## config.mk

```make
export PLATFORM = sky130hd
export DESIGN_NAME = codebook_dequant_3bit_bf16
export DESIGN_NICKNAME = d
export VERILOG_FILES = /design/src/rtl/cbdq_pkg.sv /design/src/rtl/cbdq_issue.sv /design/src/rtl/cbdq_mul.sv /design/src/rtl/codebook_dequant_3bit_bf16.sv
export SDC_FILE = /design/constraint.sdc
export NUM_CORES = 1
export LEC_CHECK = 0
export BUFFER_PORTS_ARGS = -buffer_cell sky130_fd_sc_hd__buf_2
export CAP_MARGIN = 10
export CELL_PAD_IN_SITES_DETAIL_PLACEMENT = 0
export CELL_PAD_IN_SITES_GLOBAL_PLACEMENT = 1
export CORE_ASPECT_RATIO = 1.1
export CORE_UTILIZATION = 35
export CTS_CLUSTER_SIZE = 12
export DETAILED_ROUTE_END_ITERATION = 8
export PLACE_DENSITY_LB_ADDON = 0.12
export SETUP_SLACK_MARGIN = 0.4
export SYNTH_ARGS = -nofsm -noshare
export SYNTH_HDL_FRONTEND = slang
export SYNTH_SLANG_ARGS = --single-unit
```

## constraint.sdc

```tcl
create_clock -name clk -period 8.3 [get_ports clk]
set_clock_uncertainty 0.2 [all_clocks]
set_input_delay 0.415 -clock clk [delete_from_list [all_inputs] [get_ports clk]]
set_output_delay 0.415 -clock clk [all_outputs]
set_load 0.005 [all_outputs]
```

## src/rtl/cbdq_pkg.sv

```systemverilog
// ============================================================================
// cbdq_pkg
// Shared types, constants and functions for the 3-bit codebook dequantizer.
// ============================================================================
package cbdq_pkg;

    localparam int GroupSize = 16;
    localparam int NumCodes  = 8;
    localparam int IdxW      = 3;
    localparam int LaneW     = 4;
    localparam int CfgIdxW   = 3;
    localparam int CfgDataW  = 16;

    localparam logic [15:0] CODE_RESET [NumCodes] = '{
        16'hBE0A, 16'hBDAB, 16'hBD3E, 16'hBC79,
        16'h3C79, 16'h3D3E, 16'h3DAB, 16'h3E0A
    };

    localparam logic [31:0] QNAN_F32 = 32'h7FC0_0000;
    localparam logic [31:0] INF_F32  = 32'h7F80_0000;

    typedef struct packed {
        logic [47:0] packed_indices;
        logic [31:0] scale_bits;
    } in_item_t;

    typedef struct packed {
        logic [31:0] value_bits;
        logic [3:0]  lane;
        logic        last;
    } out_item_t;

    // Operand classification for a bf16 value
    typedef struct packed {
        logic nan;
        logic inf;
        logic zero;
    } cls_t;

    function automatic cls_t bf16_class(input logic [15:0] v);
        cls_t c;
        c.nan  = (v[14:7] == 8'hFF) && (v[6:0] != 7'd0);
        c.inf  = (v[14:7] == 8'hFF) && (v[6:0] == 7'd0);
        c.zero = (v[14:7] == 8'd0);
        return c;
    endfunction

    // fp32 to bf16, round to nearest even, subnormals flushed
    function automatic logic [15:0] scale_to_bf16(input logic [31:0] f);
        logic [31:0] r;
        r = f + 32'h0000_7FFF + {31'd0, f[16]};
        if (f[30:23] == 8'hFF && f[22:0] != 23'd0)
            return f[31:16] | 16'h0040;
        else if (f[30:23] == 8'd0)
            return {f[31], 15'd0};
        else
            return r[31:16];
    endfunction

endpackage

```

## src/rtl/cbdq_issue.sv

```systemverilog
// ============================================================================
// cbdq_issue
// Takes one group, holds it and sends one lane per cycle down the pipe.
// ============================================================================
module cbdq_issue
    import cbdq_pkg::*;
(
    input  logic              clk,
    input  logic              rst_n,
    input  logic              start,
    input  in_item_t          in_item,
    output logic              busy,
    output logic              lane_valid,
    output logic [IdxW-1:0]   lane_idx,
    output logic [LaneW-1:0]  lane_num,
    output logic              lane_last,
    output logic [15:0]       lane_scale
);

    logic              act_reg, act_next;
    logic [LaneW-1:0]  cnt_reg, cnt_next;
    logic [47:0]       idx_reg, idx_next;
    logic [15:0]       scale_reg, scale_next;
    logic              take;
    logic              at_last;

    // A new group may load while the final lane of the current one issues
    assign at_last = (cnt_reg == LaneW'(GroupSize - 1));
    assign busy    = act_reg && !at_last;
    assign take    = start && !busy;

    // Lane counter and index shifter
    always_comb
    begin
        act_next   = act_reg;
        cnt_next   = cnt_reg;
        idx_next   = idx_reg;
        scale_next = scale_reg;
        if (take)
        begin
            act_next   = 1'b1;
            cnt_next   = '0;
            idx_next   = in_item.packed_indices;
            scale_next = scale_to_bf16(in_item.scale_bits);
        end
        else if (act_reg)
        begin
            cnt_next = cnt_reg + 1'b1;
            idx_next = idx_reg >> IdxW;
            if (at_last)
                act_next = 1'b0;
        end
    end

    always_ff @(posedge clk or negedge rst_n)
    begin
        if (!rst_n)
        begin
            act_reg <= 1'b0;
            cnt_reg <= '0;
        end
        else
        begin
            act_reg <= act_next;
            cnt_reg <= cnt_next;
        end
    end

    always_ff @(posedge clk)
    begin
        idx_reg   <= idx_next;
        scale_reg <= scale_next;
    end

    assign lane_valid = act_reg;
    assign lane_idx   = idx_reg[IdxW-1:0];
    assign lane_num   = cnt_reg;
    assign lane_last  = at_last;
    assign lane_scale = scale_reg;

endmodule

```

## src/rtl/cbdq_mul.sv

```systemverilog
// ============================================================================
// cbdq_mul
// Three-stage bf16 x bf16 multiplier giving an exact fp32 product.
// ============================================================================
module cbdq_mul
    import cbdq_pkg::*;
(
    input  logic              clk,
    input  logic              rst_n,
    input  logic              in_valid,
    input  logic [15:0]       a,
    input  logic [15:0]       b,
    input  logic [LaneW-1:0]  in_lane,
    input  logic              in_last,
    output logic              out_valid,
    output out_item_t         out_item
);

    // Stage 1: classify, mantissa product, exponent sum
    logic              v1_reg;
    logic [LaneW-1:0]  lane1_reg;
    logic              last1_reg;
    logic              spec1_reg;
    logic [31:0]       specv1_reg;
    logic              sign1_reg;
    logic [15:0]       prod1_reg;
    logic [9:0]        exp1_reg;

    cls_t        ca, cb;
    logic        sgn;
    logic        spec;
    logic [31:0] specv;

    always_comb
    begin
        ca    = bf16_class(a);
        cb    = bf16_class(b);
        sgn   = a[15] ^ b[15];
        spec  = 1'b1;
        specv = {sgn, 31'd0};
        if (ca.nan)
            specv = {a, 16'd0} | 32'h0040_0000;
        else if (cb.nan)
            specv = {b, 16'd0} | 32'h0040_0000;
        else if ((ca.inf && cb.zero) || (cb.inf && ca.zero))
            specv = QNAN_F32;
        else if (ca.inf || cb.inf)
            specv = {sgn, 31'd0} | INF_F32;
        else if (ca.zero || cb.zero)
            specv = {sgn, 31'd0};
        else
            spec = 1'b0;
    end

    always_ff @(posedge clk)
    begin
        lane1_reg  <= in_lane;
        last1_reg  <= in_last;
        spec1_reg  <= spec;
        specv1_reg <= specv;
        sign1_reg  <= sgn;
        prod1_reg  <= {8'd0, 1'b1, a[6:0]} * {8'd0, 1'b1, b[6:0]};
        exp1_reg   <= {2'd0, a[14:7]} + {2'd0, b[14:7]};
    end

    // Stage 2: normalize
    logic              v2_reg;
    logic [LaneW-1:0]  lane2_reg;
    logic              last2_reg;
    logic              spec2_reg;
    logic [31:0]       specv2_reg;
    logic              sign2_reg;
    logic [22:0]       mant2_reg;
    logic [9:0]        exp2_reg;

    always_ff @(posedge clk)
    begin
        lane2_reg  <= lane1_reg;
        last2_reg  <= last1_reg;
        spec2_reg  <= spec1_reg;
        specv2_reg <= specv1_reg;
        sign2_reg  <= sign1_reg;
        if (prod1_reg[15])
        begin
            mant2_reg <= {prod1_reg[14:0], 8'd0};
            exp2_reg  <= exp1_reg + 10'd1;
        end
        else
        begin
            mant2_reg <= {prod1_reg[13:0], 9'd0};
            exp2_reg  <= exp1_reg;
        end
    end

    // Stage 3: range check and packing (exp2 = biased result exponent + 127)
    logic              v3_reg;
    out_item_t         item3_reg;
    logic [31:0]       val;

    always_comb
    begin
        if (spec2_reg)
            val = specv2_reg;
        else if (exp2_reg >= 10'd382)
            val = {sign2_reg, 31'd0} | INF_F32;
        else if (exp2_reg <= 10'd127)
            val = {sign2_reg, 31'd0};
        else
            val = {sign2_reg, 8'(exp2_reg - 10'd127), mant2_reg};
    end

    always_ff @(posedge clk)
    begin
        item3_reg.value_bits <= val;
        item3_reg.lane       <= lane2_reg;
        item3_reg.last       <= last2_reg;
    end

    always_ff @(posedge clk or negedge rst_n)
    begin
        if (!rst_n)
        begin
            v1_reg <= 1'b0;
            v2_reg <= 1'b0;
            v3_reg <= 1'b0;
        end
        else
        begin
            v1_reg <= in_valid;
            v2_reg <= v1_reg;
            v3_reg <= v2_reg;
        end
    end

    assign out_valid = v3_reg;
    assign out_item  = item3_reg;

endmodule

```

## src/rtl/codebook_dequant_3bit_bf16.sv

```systemverilog
// ============================================================================
// codebook_dequant_3bit_bf16
// Dequantizes groups of sixteen 3-bit codebook indices to fp32 values.
// ============================================================================
// Usage:
//   Input: drive in_item (packed indices, fp32 scale) with start high; the
//   group transfers at the edge where start is high and busy is low.
//   Lanes are issued one per cycle; busy is high while lanes 0 to 14 issue,
//   so the next group can transfer in the cycle lane 15 issues and groups
//   follow with no gap.
//   Output: each result sits on result for exactly one cycle, marked by
//   result_valid; lane 0 first, last set on lane 15. The receiver cannot
//   stall; results must be taken when shown.
//   Path: lane 0 passes the issue register, the codebook read register and
//   three multiplier stages before it is on result; the later lanes follow
//   in order, one per cycle.
//   The group time is set by the one-lane-per-cycle issue counter.
//   Config: cfg_we writes codebook entry cfg_index (0..7) with cfg_data.
//   Write only while idle.
//   Reset: codebook returns to its default entries, pipeline empties.
// ============================================================================
module codebook_dequant_3bit_bf16
    import cbdq_pkg::*;
(
    input  logic                clk,
    input  logic                rst_n,
    input  logic                start,
    input  in_item_t            in_item,
    output logic                busy,
    output logic                result_valid,
    output out_item_t           result,
    input  logic                cfg_we,
    input  logic [CfgIdxW-1:0]  cfg_index,
    input  logic [CfgDataW-1:0] cfg_data
);

    logic [15:0] code_reg [NumCodes];

    // Codebook registers
    always_ff @(posedge clk or negedge rst_n)
    begin
        if (!rst_n)
        begin
            for (int i = 0; i < NumCodes; i++)
                code_reg[i] <= CODE_RESET[i];
        end
        else if (cfg_we)
        begin
            code_reg[cfg_index] <= cfg_data;
        end
    end

    logic              lv;
    logic [IdxW-1:0]   lidx;
    logic [LaneW-1:0]  lnum;
    logic              llast;
    logic [15:0]       lscale;

    cbdq_issue u_issue (
        .clk        (clk),
        .rst_n      (rst_n),
        .start      (start),
        .in_item    (in_item),
        .busy       (busy),
        .lane_valid (lv),
        .lane_idx   (lidx),
        .lane_num   (lnum),
        .lane_last  (llast),
        .lane_scale (lscale)
    );

    // Codebook lookup stage
    logic              lk_v_reg;
    logic [15:0]       lk_code_reg;
    logic [15:0]       lk_scale_reg;
    logic [LaneW-1:0]  lk_lane_reg;
    logic              lk_last_reg;

    always_ff @(posedge clk or negedge rst_n)
    begin
        if (!rst_n)
            lk_v_reg <= 1'b0;
        else
            lk_v_reg <= lv;
    end

    always_ff @(posedge clk)
    begin
        lk_code_reg  <= code_reg[lidx];
        lk_scale_reg <= lscale;
        lk_lane_reg  <= lnum;
        lk_last_reg  <= llast;
    end

    cbdq_mul u_mul (
        .clk       (clk),
        .rst_n     (rst_n),
        .in_valid  (lk_v_reg),
        .a         (lk_code_reg),
        .b         (lk_scale_reg),
        .in_lane   (lk_lane_reg),
        .in_last   (lk_last_reg),
        .out_valid (result_valid),
        .out_item  (result)
    );

endmodule

```

### After elaboration in Yosys (flattened, before gate mapping)

Index checks and enable logic that the tools add are counted.

* memories: 0
* bits in registers: 412
* latch bits: 0
* memory bits (read-only): 0
* memory bits (writable): 0
* output and inout port bits: 39
* word-level logic and storage cells: 110

* add/subtract/negate cells: 6
* mux-type cells: 25
* reductions and logical operators: 26
* div/mod/pow operators: 0
* magnitude comparators: 5
* eq/ne operators: 4
* multipliers: 1
* bitwise logic cells: 3
* shift operators: 0

Operators with widths (number)
* $bwmux 128: 1
* $mux 32: 4
* $mux 48: 2
* $mux 31: 3
* $mux 16: 5
* $bmux 16 s3: 1
* $demux 16 s3: 1
* $add 32x1->32: 1
* $add 32x15->32 const B: 1
* $eq 8x8->1 const B: 3
* $logic_not 8->1: 3
* $mux 23: 1
* $reduce_bool 23->1: 1
* $mul 8x8->16: 1
* $logic_not 7->1: 2
* $reduce_bool 7->1: 2
* $add 10x1->10 const B: 1
* $ge 10x9->1 const B: 1
* $le 10x7->1 const B: 1
* $logic_and 1x1->1: 10
* $mux 10: 1
* $add 8x8->9: 1
* $ge 4x4->1 const B: 2
* $mux 4: 2
* other kinds (12): 19

### Depth between registers and ports, before layout

Gate-level depths: netlist of the first run.

* word-level depth: 7
* gate-level depth with buffers: 16
* depth with buffers taken out: 15

### Cells and area by module

Synthesis of the first run repeated with hierarchy kept, for this count alone.

* cell total of the unflattened synthesis: 1178
* area total of the unflattened synthesis: 16086.7 µm²

Modules (own cells, without submodules)
* codebook_dequant_3bit_bf16: area an instance 6791.5 µm², times used 1, cells an instance 374
* cbdq_mul: area an instance 6062.1 µm², times used 1, cells an instance 585
* cbdq_issue: area an instance 3233.1 µm², times used 1, cells an instance 219

### Least setup slack after synthesis of the first run

OpenSTA, ideal clock, no wires.

* kind: flip-flop to flip-flop
* from: register lk_scale_reg[5]
* to: register u_mul.prod1_reg[14]
* setup slack: 3.841 ns
* path buffers: 1
* stages on the path, launching flop included: 17
* period minus slack after synthesis: 4.459 ns
* arrival: 4.186 ns
* required time: 8.028 ns
* cells stage by stage: dfxtp_1 clkbuf_1 and2_1 fa_1 inv_1 fa_1 inv_1 fa_1 inv_1 fa_1 inv_1 ha_1 or3_1 a211o_1 a21bo_1 a21oi_1 xnor2_1

* longest elaborated chain between the ends: 1

RTL lines
* start, declared: line codebook_dequant_3bit_bf16.sv:75 `logic [15:0] lk_scale_reg;`
* start signal, assigned: line codebook_dequant_3bit_bf16.sv:90 `lk_scale_reg <= lscale;`
* $mul 8x8->16: line cbdq_mul.sv:62 `prod1_reg <= {8'd0, 1'b1, a[6:0]} * {8'd0, 1'b1, b[6:0]};`
* end signal, assigned: line cbdq_mul.sv:62
* end, declared: line cbdq_mul.sv:26 `logic [15:0] prod1_reg;`

Every way passes these cells.
A chain may end at the register's enable or synchronous reset.

### Worst setup path in the final report of the first run

* from: register lk_scale_reg[4]
* to: register u_mul.prod1_reg[14]

The elaborated chain is that of the path after synthesis.

==> results of run 1 <==
## area by class of cell
cell class / instances / area (um2)
antenna: 2 / 5.005
clock buffer: 66 / 1261
clock inverter: 8 / 176.4
fill: 4151 / 25410
inverter: 78 / 292.8
multi-input combinational: 682 / 6668
sequential: 363 / 8688
tap: 581 / 726.9
timing repair buffer: 216 / 1466
## metrics by stage
| stage | power, mW | cell area [um2] | hold WS [ns] |
|---|---|---|---|
| finish | 8.132 | 19280 | 0.04219 |
| global route | 8.872 | 19280 | 0.03464 |
| CTS | 8.303 | 19280 | 0.002166 |
| detailed placement | 6.296 | 17140 | 0.1121 |
| global placement | 6.323 | 17140 | 0.1107 |
| floorplan | 5.401 | 15940 | -0.08059 |
## cells in the final DEF (no fill, tap or decap), types with 5 or more instances in the layout
cell type,instances
o21a_1,5
a22o_1,7
dfstp_2,76
mux4_2,32
inv_1,77
bufinv_16,5
dfrtp_1,61
nand4b_1,5
edfxtp_1,64
nor4_1,10
buf_2,132
xor2_1,15
dfxtp_1,162
nor2b_1,5
buf_4,14
nand2_1,48
mux2_2,151
a211oi_1,10
dlygate4sd3_1,70
clkbuf_1,12
conb_1,8
nand4_1,15
nor3_1,8
clkbuf_8,12
fa_1,37
xnor2_1,22
a21oi_1,30
nor2_1,30
and3_1,8
and2_1,45
clkbuf_16,42
mux2_4,6
nand3_1,11
o21ai_0,14
mux2_1,49
ha_1,47
## power by group through the flow
stage	sequential [mW]	clock [mW]	combinational [mW]
2_1_floorplan	2.69	0	2.71
3_3_place_gp	2.82	0	3.50
3_5_place_dp	2.83	0	3.46
4_1_cts	2.80	1.97	3.53
5_1_grt	2.87	2.04	3.96
6_report	2.79	1.89	3.44
## worst min path at each step
stage | start | end | slack [ns] | depth (start not counted)
after floorplan | rst_n | code_reg[0] | -0.08 | 0
after global placement | u_mul.spec1_reg | u_mul.spec2_reg | 0.11 | 0
after detailed placement | u_mul.spec1_reg | u_mul.spec2_reg | 0.11 | 0
after CTS | in_item[26] | u_issue.lane_scale[10] | 0.002 | 2
after global routing | in_item[26] | u_issue.lane_scale[10] | 0.03 | 2
final | in_item[26] | u_issue.lane_scale[10] | 0.04 | 2
## kinds of logic (layout without fill, tap and decap cells)
logic type      Yosys count  after routing  share of synthesized area [%]
compound gates           94             94                          3.955
xor+xnor                 38             38                          2.139
mux                     239            239                          19.31
fa+ha+maj                84             84                          8.351
simple gates            219            219                          7.950
flops                   363            363                          54.60
buf+inv                 132            368                          3.664
other cells               1             10                        0.02357
## worst register-to-register path, stage by stage (launching register included)
cell and delay, ns:
dfxtp_1 0.45, and2_1 0.25, fa_1 0.53, inv_1 0.05
fa_1 0.48, inv_1 0.06, fa_1 0.53, inv_1 0.05
fa_1 0.53, inv_1 0.04, ha_1 0.22, or3_1 0.42
a211o_1 0.32, a21bo_1 0.18, a21oi_1 0.17, xnor2_1 0.13
## routing by layer
layer	vias up	wire length [um]	global-route usage [%]
met1	4648	14660	19.04
met3	58	1292	3.377
met5	-	0	0
met4	0	741	4.564
met2	121	17150	25.47
li1	4541	-	-
## repair_timing
| item | 4_1_cts | 5_1_grt |
|---|---|---|
| hold endpoints to repair | 204 | 0 |
| hold buffers | 70 | 0 |
| buffers inserted | 0 | 0 |
==> out/results.txt, run 1 <==
Total GRT Usage = 15.05%
Comb pwr share = 42.4%
R2R Path End = u_mul.prod1_reg[14]
CP max stage cell = fa_1
Slew Viols, Final = 0
Yosys reg bits = 363
First-pass DRT Iterations = 4
Pin count of the biggest net entering global routing = 78
Startpoint types = register
CTS max path bufs = 3
Synth Cell Area = 0.01591 mm2
CP Class = reg2reg
Final setup TNS = 0 ns
DP HPWL = 22350 um
Synth top area cells = dfxtp_1 20%, dfstp_2 13%, edfxtp_1 12%
Final worst slack = 3.641 ns
Worst hold path type = in2reg
Final setup fails = 0
Via density = 4.693
Sw frac = 34.26%
Area Growth Syn to Fin = 21.20%
RSZ-0062 raised after global routing = false
# IOs = 142
# nets final = 1569
Gpl congestion = 0.8010
Setup crit end = u_mul.prod1_reg[14]
Cells along the critical path = and2_1, fa_1, inv_1, fa_1, inv_1, fa_1, inv_1, fa_1, inv_1, ha_1, or3_1, a211o_1, a21bo_1, a21oi_1, xnor2_1
CTS Root Cell = clkbuf_16
Syn Inst Count = 1170
Worst VDD drop = 353.7 uV
H-tree depth = 2
Die Y = 225.6 um
Reg power frac = 34.4%
PwrDens = 421.7 mW/mm2
Worst-Skew Late Latency = 0.55 ns
Post-synth top cells = 162 x dfxtp_1, 151 x mux2_2, 78 x inv_1, 76 x dfstp_2, 64 x edfxtp_1
Async S/R FF share, synth = 37.74%
# DRC = 0
Top Family by Delay on Critical Path = adder cells
Inst Count DP = 1850
Post-synth top area cell = dfxtp_1
Input/output buffers = 133
Max Cap Viol = 0
Core area = 0.04469 mm2
Status = complete, no violations
CTS buffer count = 41
Die area = 0.04632 mm2
Die X = 205.3 um
Worst Path Required = 8.57 ns
Crit path from = lk_scale_reg[4]
Delay of the slowest critical-path stage = 0.53 ns
Worst Path Arrival = 4.93 ns
First-pass GRT wire length = 53560 um
Pint = 5.346 mW
Top-area cell type share of the netlist area = 20.38%
Leak = 8.170 nW
Yosys cell types = 73
WP depth = 15
Fmax = 214.7 MHz
Row Count = 81
Final Hold Fails = 0
Total grt overflow = 0
Yosys warnings = 0
Worst-Margin Slew = 1.054 ns
Worst Setup End Kind = register
CP Max Fanout = 10
Fin crit period = 4.659 ns
Final Cycle Share = 56.13%
Slew margin rel. = 29.60%
Post-synth EDFFs = 64
FF-to-FF Start = lk_scale_reg[4]
Post-Route WL = 33850 um
WP buf/inv = 4
Psw = 2.786 mW
Initial Utilization = 35.60%
Final core occ = 43.15%
R2R depth = 15
Vias in the first global route = 9644
Initial antenna violation count = 2
Syn Area/Cell = 13.60 um2
CTS sink cnt = 363
Clock power frac = 23.3%
Ys flop type = dfxtp_1
Non-Filler Instances = 1996
Largest register FFs = 128
Most frequent cell after synthesis = dfxtp_1
DR WL/cell = 16.96 um
Vias = 9368
Drt initial violations = 351
Sequential share of the synthesized area = 54.60%
Layout cells sized above 1 = 35.03%
Setup Slack @ Placement = 3.636 ns
TritonCTS clock tree = done
Post-DRT Antenna Nets = 0
Clock Pin Slew Worst Setup and Hold Paths = 0.06 ns
Flop2flop setup slack = 3.64 ns
Resize count post-CTS = 0
No activity file was read; power rests on OpenSTA's default activity.
==> inputs of run 2 (changes only) <==
==> constraint.sdc (replaced) <==
create_clock -name clk -period 4.6 [get_ports clk]
set_clock_uncertainty 0.2 [all_clocks]
set_input_delay 0.23 -clock clk [delete_from_list [all_inputs] [get_ports clk]]
set_output_delay 0.23 -clock clk [all_outputs]
set_load 0.005 [all_outputs]
==> run 2 against run 1 <==
  * Highest routed layer unchanged
  * Die area stayed put
  * Critical path type unchanged
  * Final cell count is 2.2% higher
  * Clock power is 80% higher
  * Sequential power is 81% higher
  * Core utilization is 1.0 points higher
  * Critical path depth stayed put
  * Worst hold slack better by 0.070 ns
  * Non-clock buffer count is 43 higher
  * Largest cell class unchanged
  * Total power is 85% higher
==> out/results.txt, run 2 (same netlist as run 1, synthesis figures left out) <==
Final setup TNS = 0 ns (unchanged)
Fmax = 236.2 MHz (+10%)
Row Count = 81 (unchanged)
Worst-Margin Slew = 1.080 ns (+0.02603 ns)
First-pass GRT wire length = 54770 um (+2.3%)
Final setup fails = 0 (unchanged)
PwrDens = 760.0 mW/mm2 (+80%)
Core area = 0.04469 mm2 (unchanged)
Initial antenna violation count = 1 (-1)
# DRC = 0 (unchanged)
CP max stage cell = fa_1
Gpl congestion = 0.7834 (-2.2%)
Vias in the first global route = 9867 (+2.3%)
DP HPWL = 22750 um (+1.8%)
RSZ-0062 raised after global routing = true
CP Class = reg2reg
Total GRT Usage = 15.38% (+0.33 points)
Top Family by Delay on Critical Path = adder cells
Worst VDD drop = 547.2 uV (+55%)
# nets final = 1613 (+2.8%)
Worst Setup End Kind = register
Die area = 0.04632 mm2 (unchanged)
Hold Slack = 0.1127 ns (+0.07048 ns)
Die X = 205.3 um (unchanged)
Layout cells sized above 1 = 36.76% (+1.7 points)
Fill count = 4076 (-1.8%)
Startpoint types = register
Max Cap Viol = 0 (unchanged)
Fin crit period = 4.234 ns (-0.4245 ns)
# IOs = 142 (unchanged)
Worst hold path type = in2async
R2R Path End = u_mul.prod1_reg[14]
Flop2flop setup slack = 0.37 ns (-3.28 ns)
Leak = 8.353 nW (+2.3%)
Via density = 4.688 (-0.12%)
CTS Root Cell = clkbuf_16
Setup crit end = u_mul.prod1_reg[14]
Vias = 9563 (+2.1%)
TritonCTS clock tree = done
R2R depth = 15 (unchanged)
CTS max path bufs = 3 (unchanged)
Input/output buffers = 133 (unchanged)
CP Max Fanout = 4 (-6)
Slew Viols, Final = 0 (unchanged)
First-pass DRT Iterations = 4 (unchanged)
Drt initial violations = 328 (-6.6%)
Area Growth Syn to Fin = 24.10%
Post-Route WL = 34890 um (+3.1%)
Pin count of the biggest net entering global routing = 66 (-15%)
Worst-Skew Late Latency = 0.56 ns (about the same)
Initial Utilization = 35.60% (unchanged)
Most common cell after layout, fill and taps aside = mux2_2
Total grt overflow = 0 (unchanged)
CTS sink cnt = 363 (unchanged)
H-tree depth = 2 (unchanged)
FF-to-FF Start = lk_code_reg[2]
Cell mode on critical path = fa_1
Delay of the slowest critical-path stage = 0.54 ns (about the same)
Slew margin rel. = 27.97% (-1.6 points)
Register area = 0.008728 mm2 (+0.46%)
Area of the multi-input gates = 0.006711 mm2 (+0.66%)
CTS buffer count = 42 (+2.4%)
Final Cycle Share = 92.05% (+36 points)
Final Hold Fails = 0 (unchanged)
Die Y = 225.6 um (unchanged)
WP buf/inv = 4 (unchanged)
Crit path from = lk_code_reg[2]
DR WL/cell = 17.10 um (+0.86%)
Post-DRT Antenna Nets = 0 (unchanged)
Largest register FFs = 128 (unchanged)
Clock Pin Slew Worst Setup and Hold Paths = 0.06 ns (about the same)
Status = complete, no violations
Worst Path Required = 4.85 ns (-3.72 ns)
Cells along the critical path = and2_4, fa_1, inv_2, fa_1, inv_2, fa_1, inv_1, fa_1, inv_2, ha_4, or3_4, a211o_1, a21bo_1, a21oi_2, xnor2_1
WP depth = 15 (unchanged)
Most frequent cells in the layout = 151 x mux2_2, 150 x dfxtp_1, 133 x buf_2, 98 x dlygate4sd3_1, 76 x dfstp_2
Worst Path Arrival = 4.48 ns (-0.45 ns)
[run 2: changes by cell type in the layout (fill, tap and decap cells not counted), moves of 10 or more]
cell	before	now
dlygate4sd3_1	70	98
dfxtp_4	0	10
dfxtp_1	162	150
buf_4	14	28
[run 2: cell type report]
class                   instances  area share [%]
clock buffers                  68           6.533
diodes                          1         0.01267
clock inverters                 8          0.6970
repair buffers                259           9.403
multi-input cells             682           33.99
flip-flops and latches        363           44.20
well taps                     581           3.681
inverters                      78           1.483
[run 2: how the worst min path moves through the flow]
stage | to | slack (ns) | depth (start not counted)
after floorplan | code_reg[0] | -0.27 | 0
final | u_issue.lane_valid | 0.11 | 2
after global routing | u_mul.lane1_reg[2] | 0.13 | 0
after detailed placement | u_mul.spec2_reg | 0.11 | 0
after global placement | u_mul.lane1_reg[3] | 0.11 | 0
after CTS | u_issue.lane_scale[6] | 0.12 | 5
[run 2: timing repair]
action                                 CTS  global route
endpoints found under the hold margin  220             0
buffers inserted                         6             6
gates resized for setup                 16            11
gates cloned                             0             0
setup endpoints to repair                5             6
hold buffers                            98             0
pin swaps                                4             7
[run 2: where the power goes]
group | internal, mW | total [mW] | switching [mW]
logic | 3.23 | 6.57 | 3.35
registers | 4.49 | 5.04 | 0.548
clock network | 2.09 | 3.40 | 1.31
total | 9.80 | 15.0 | 5.20
[run 2: metrics by stage]
step                      setup slack, ns  area (um2)  instances  total power [mW]  utilization (%)
after floorplan                    0.4055       16000       1177             9.844                -
after detailed placement           0.1637       17190       1853             11.48            38.46
after CTS                          0.3084       19680       2033             15.18            44.03
after global placement             0.2305       17190       1853             11.49            38.46
after global routing               0.2309       19750       2040             16.29            44.18
final                              0.3659       19750       2040             15.01            44.18
[run 2: layer usage]
metal	share of wire, %	wire length [um]	GRT usage (%)	vias to the layer above
li1	-	-	-	4629
met1	44	15180	19.67	4726
met2	50	17460	25.84	146
met3	3.6	1247	2.540	62
met4	2.9	1005	6.045	0
met5	0	0	0	-
==> inputs of run 3 (changes only) <==
--- a/config.mk
+++ b/config.mk
@@ -10,10 +10,11 @@
 export CELL_PAD_IN_SITES_DETAIL_PLACEMENT = 0
 export CELL_PAD_IN_SITES_GLOBAL_PLACEMENT = 1
 export CORE_ASPECT_RATIO = 1.1
+export CORE_MARGIN = 2
 export CORE_UTILIZATION = 35
 export CTS_CLUSTER_SIZE = 12
 export DETAILED_ROUTE_END_ITERATION = 8
-export PLACE_DENSITY_LB_ADDON = 0.12
+export PLACE_DENSITY = 0.67
 export SETUP_SLACK_MARGIN = 0.4
 export SYNTH_ARGS = -nofsm -noshare
 export SYNTH_HDL_FRONTEND = slang
==> run 3 against run 2 <==
  * Clock-buffer cell count fell by 10
  * Largest power group unchanged
  * Highest routed layer is now met5
  * Global-route usage fell by 1.6 points
  * Worst hold slack got worse by 0.085 ns
  * Sequential cell count did not move
  * Via count fell by 0.33%
  * Non-clock buffer count fell by 11
  * Combinational power rose by 3.7%
  * Critical path depth did not move
  * Die area rose by 1.9%
  * Wire length fell by 5.6%
==> out/results.txt, run 3 (same netlist as run 1, synthesis figures left out) <==
Fmax = 237.7 MHz (+0.64%)
Final Hold Fails = 0 (unchanged)
PwrDens = 761.4 mW/mm2 (+0.18%)
CTS Root Cell = clkbuf_16
CTS max path bufs = 3 (unchanged)
Via density = 4.716 (+0.60%)
WP depth = 15 (unchanged)
Highest metal used = met5
Total GRT Usage = 13.76% (-1.6 points)
Status = complete, no violations
Post-placement cell area = 0.01719 mm2 (about the same)
Vias = 9531 (-0.33%)
Die X = 207.3 um (+0.97%)
R2R Path End = u_mul.prod1_reg[14]
Largest register FFs = 128 (unchanged)
R2R depth = 15 (unchanged)
DR WL/cell = 16.29 um (-4.7%)
CTS buffer count = 39 (-7.1%)
H-tree depth = 2 (unchanged)
DR WL met2 = 15740 um (-9.8%)
Final core occ = 43.69% (-0.49 points)
FF-to-FF Start = lk_scale_reg[5]
Row Count = 81 (unchanged)
DP HPWL = 22170 um (-2.5%)
Post-Route WL = 32930 um (-5.6%)
Layout cells sized above 1 = 36.55% (-0.21 points)
Area Growth Syn to Fin = 22.73%
Pin count of the biggest net entering global routing = 56 (-15%)
Leak = 8.226 nW (-1.5%)
M1 WL = 15270 um (+0.56%)
Final setup TNS = 0 ns (unchanged)
Fin crit period = 4.207 ns (-0.02695 ns)
Core area = 0.04469 mm2 (unchanged)
Input/output buffers = 133 (unchanged)
Initial Utilization = 35.60% (unchanged)
Most frequent cells in the layout = 152 x dfxtp_1, 151 x mux2_2, 132 x buf_2, 91 x dlygate4sd3_1
Worst hold path type = in2reg
Crit path from = lk_scale_reg[5]
Final setup fails = 0 (unchanged)
Slew Viols, Final = 0 (unchanged)
Startpoint types = register
Worst Path Required = 4.87 ns (+0.02 ns)
Worst-Margin Slew = 1.198 ns (+0.1177 ns)
Cells along the critical path = and2_4, fa_1, inv_2, fa_1, inv_1, fa_1, inv_1, fa_1, inv_1, ha_4, or3_4, a211o_1, a21bo_1, a21oi_2, xnor2_1
Top Family by Delay on Critical Path = adder cells
CP Max Fanout = 5 (+1)
Initial antenna violation count = 3 (+2)
Worst Setup End Kind = register
TritonCTS clock tree = done
CP Class = reg2reg
Final Power = 14.87 mW (-0.93%)
Die Y = 227.6 um (+0.89%)
Delay of the slowest critical-path stage = 0.52 ns (-0.02 ns)
First-pass DRT Iterations = 4 (unchanged)
Drt initial violations = 308 (-6.1%)
Post-DRT Antenna Nets = 0 (unchanged)
# IOs = 142 (unchanged)
Setup crit end = u_mul.prod1_reg[14]
Die area = 0.04719 mm2 (+1.9%)
CTS sink cnt = 363 (unchanged)
Most common cell after layout, fill and taps aside = dfxtp_1
RSZ-0062 raised after global routing = true
Routed wl met3 = 1169 um (-6.3%)
Clock Pin Slew Worst Setup and Hold Paths = 0.06 ns (about the same)
Finished Cell Area = 0.01953 mm2 (-1.1%)
Vias in the first global route = 9672 (-2.0%)
CP max stage cell = fa_1
# DRC = 0 (unchanged)
Total grt overflow = 0 (unchanged)
Cell mode on critical path = fa_1
WP buf/inv = 4 (unchanged)
# nets final = 1599 (-0.87%)
Worst Path Arrival = 4.48 ns (about the same)
Final Cycle Share = 91.46% (-0.59 points)
Worst VDD drop = 742.3 uV (+36%)
Worst-Skew Late Latency = 0.55 ns (about the same)
First-pass GRT wire length = 51470 um (-6.0%)
Gpl congestion = 0.7876 (+0.54%)
Max Cap Viol = 0 (unchanged)
Flop2flop setup slack = 0.39 ns (+0.03 ns)
Slew margin rel. = 20.03% (-7.9 points)
==> run 3: cell count changes in the layout (fill, tap and decap cells not counted), sizes merged <==
cell / delta
buf: -4
dlygate4sd3: -7
bufinv: -1
inv: -2
clkinv: +5
clkbuf: -10
==> run 3: routing by layer <==
layer  vias up  track usage [%]
li1       4589                -
met1      4723            18.05
met2       160            22.96
met3        57            2.872
met4         2            4.263
met5         -                0
==> run 3: worst min-delay path by stage <==
stage                                  endpoint                  from  slack (ns)  depth (start not counted)
after floorplan                     code_reg[0]                 rst_n       -0.27                          0
after global placement          u_mul.sign2_reg       u_mul.sign1_reg        0.11                          0
after detailed placement   u_mul.specv2_reg[18]  u_mul.specv1_reg[18]        0.11                          0
after CTS                 u_issue.lane_scale[3]           in_item[19]       0.003                          3
after global routing      u_issue.lane_scale[3]           in_item[19]        0.02                          3
final                     u_issue.lane_scale[3]           in_item[19]        0.03                          3
==> run 3: worst reg2reg max path, stage by stage, from the launching register on <==
cell     delay (ns)
dfxtp_4        0.36
and2_4         0.16
fa_1           0.51
inv_2          0.04
fa_1           0.52
inv_1          0.05
fa_1           0.47
inv_1          0.05
fa_1           0.47
inv_1          0.06
ha_4           0.17
or3_4          0.36
a211o_1        0.27
a21bo_1        0.19
a21oi_2        0.14
xnor2_1        0.13
==> run 3: timing repair <==
action,4_1_cts,5_1_grt
setup endpoints to repair,3,6
pin swaps,9,8
buffers inserted,8,4
endpoints found under the hold margin,246,0
hold buffers,91,0
resized for setup,21,9
==> run 3: power breakdown <==
part           internal (mW)  switching [mW]
combinational           3.42            3.39
clock                   1.80            1.23
sequential              4.49           0.553
total                   9.70            5.17
==> run 3: metrics by stage <==
stage	hold slack, ns	cells	setup WS (ns)
6_report	0.02807	2021	0.3929
5_1_grt	0.01753	2021	0.2581
4_1_cts	0.002554	2016	0.3334
3_5_place_dp	0.1121	1849	0.1806
3_3_place_gp	0.1121	1849	0.2373
2_1_floorplan	-0.2656	1177	0.4055
==> run 3: final cells by class <==
| class | count | area (um2) |
|---|---|---|
| fillers | 4103 | 25170 |
| flip-flops and latches | 363 | 8723 |
| multi-input cells | 682 | 6784 |
| repair buffers | 248 | 1763 |
| clock buffers | 58 | 1119 |
| well taps | 581 | 726.9 |
| inverters | 78 | 292.8 |
| clock inverters | 10 | 117.6 |
| diodes | 1 | 2.502 |
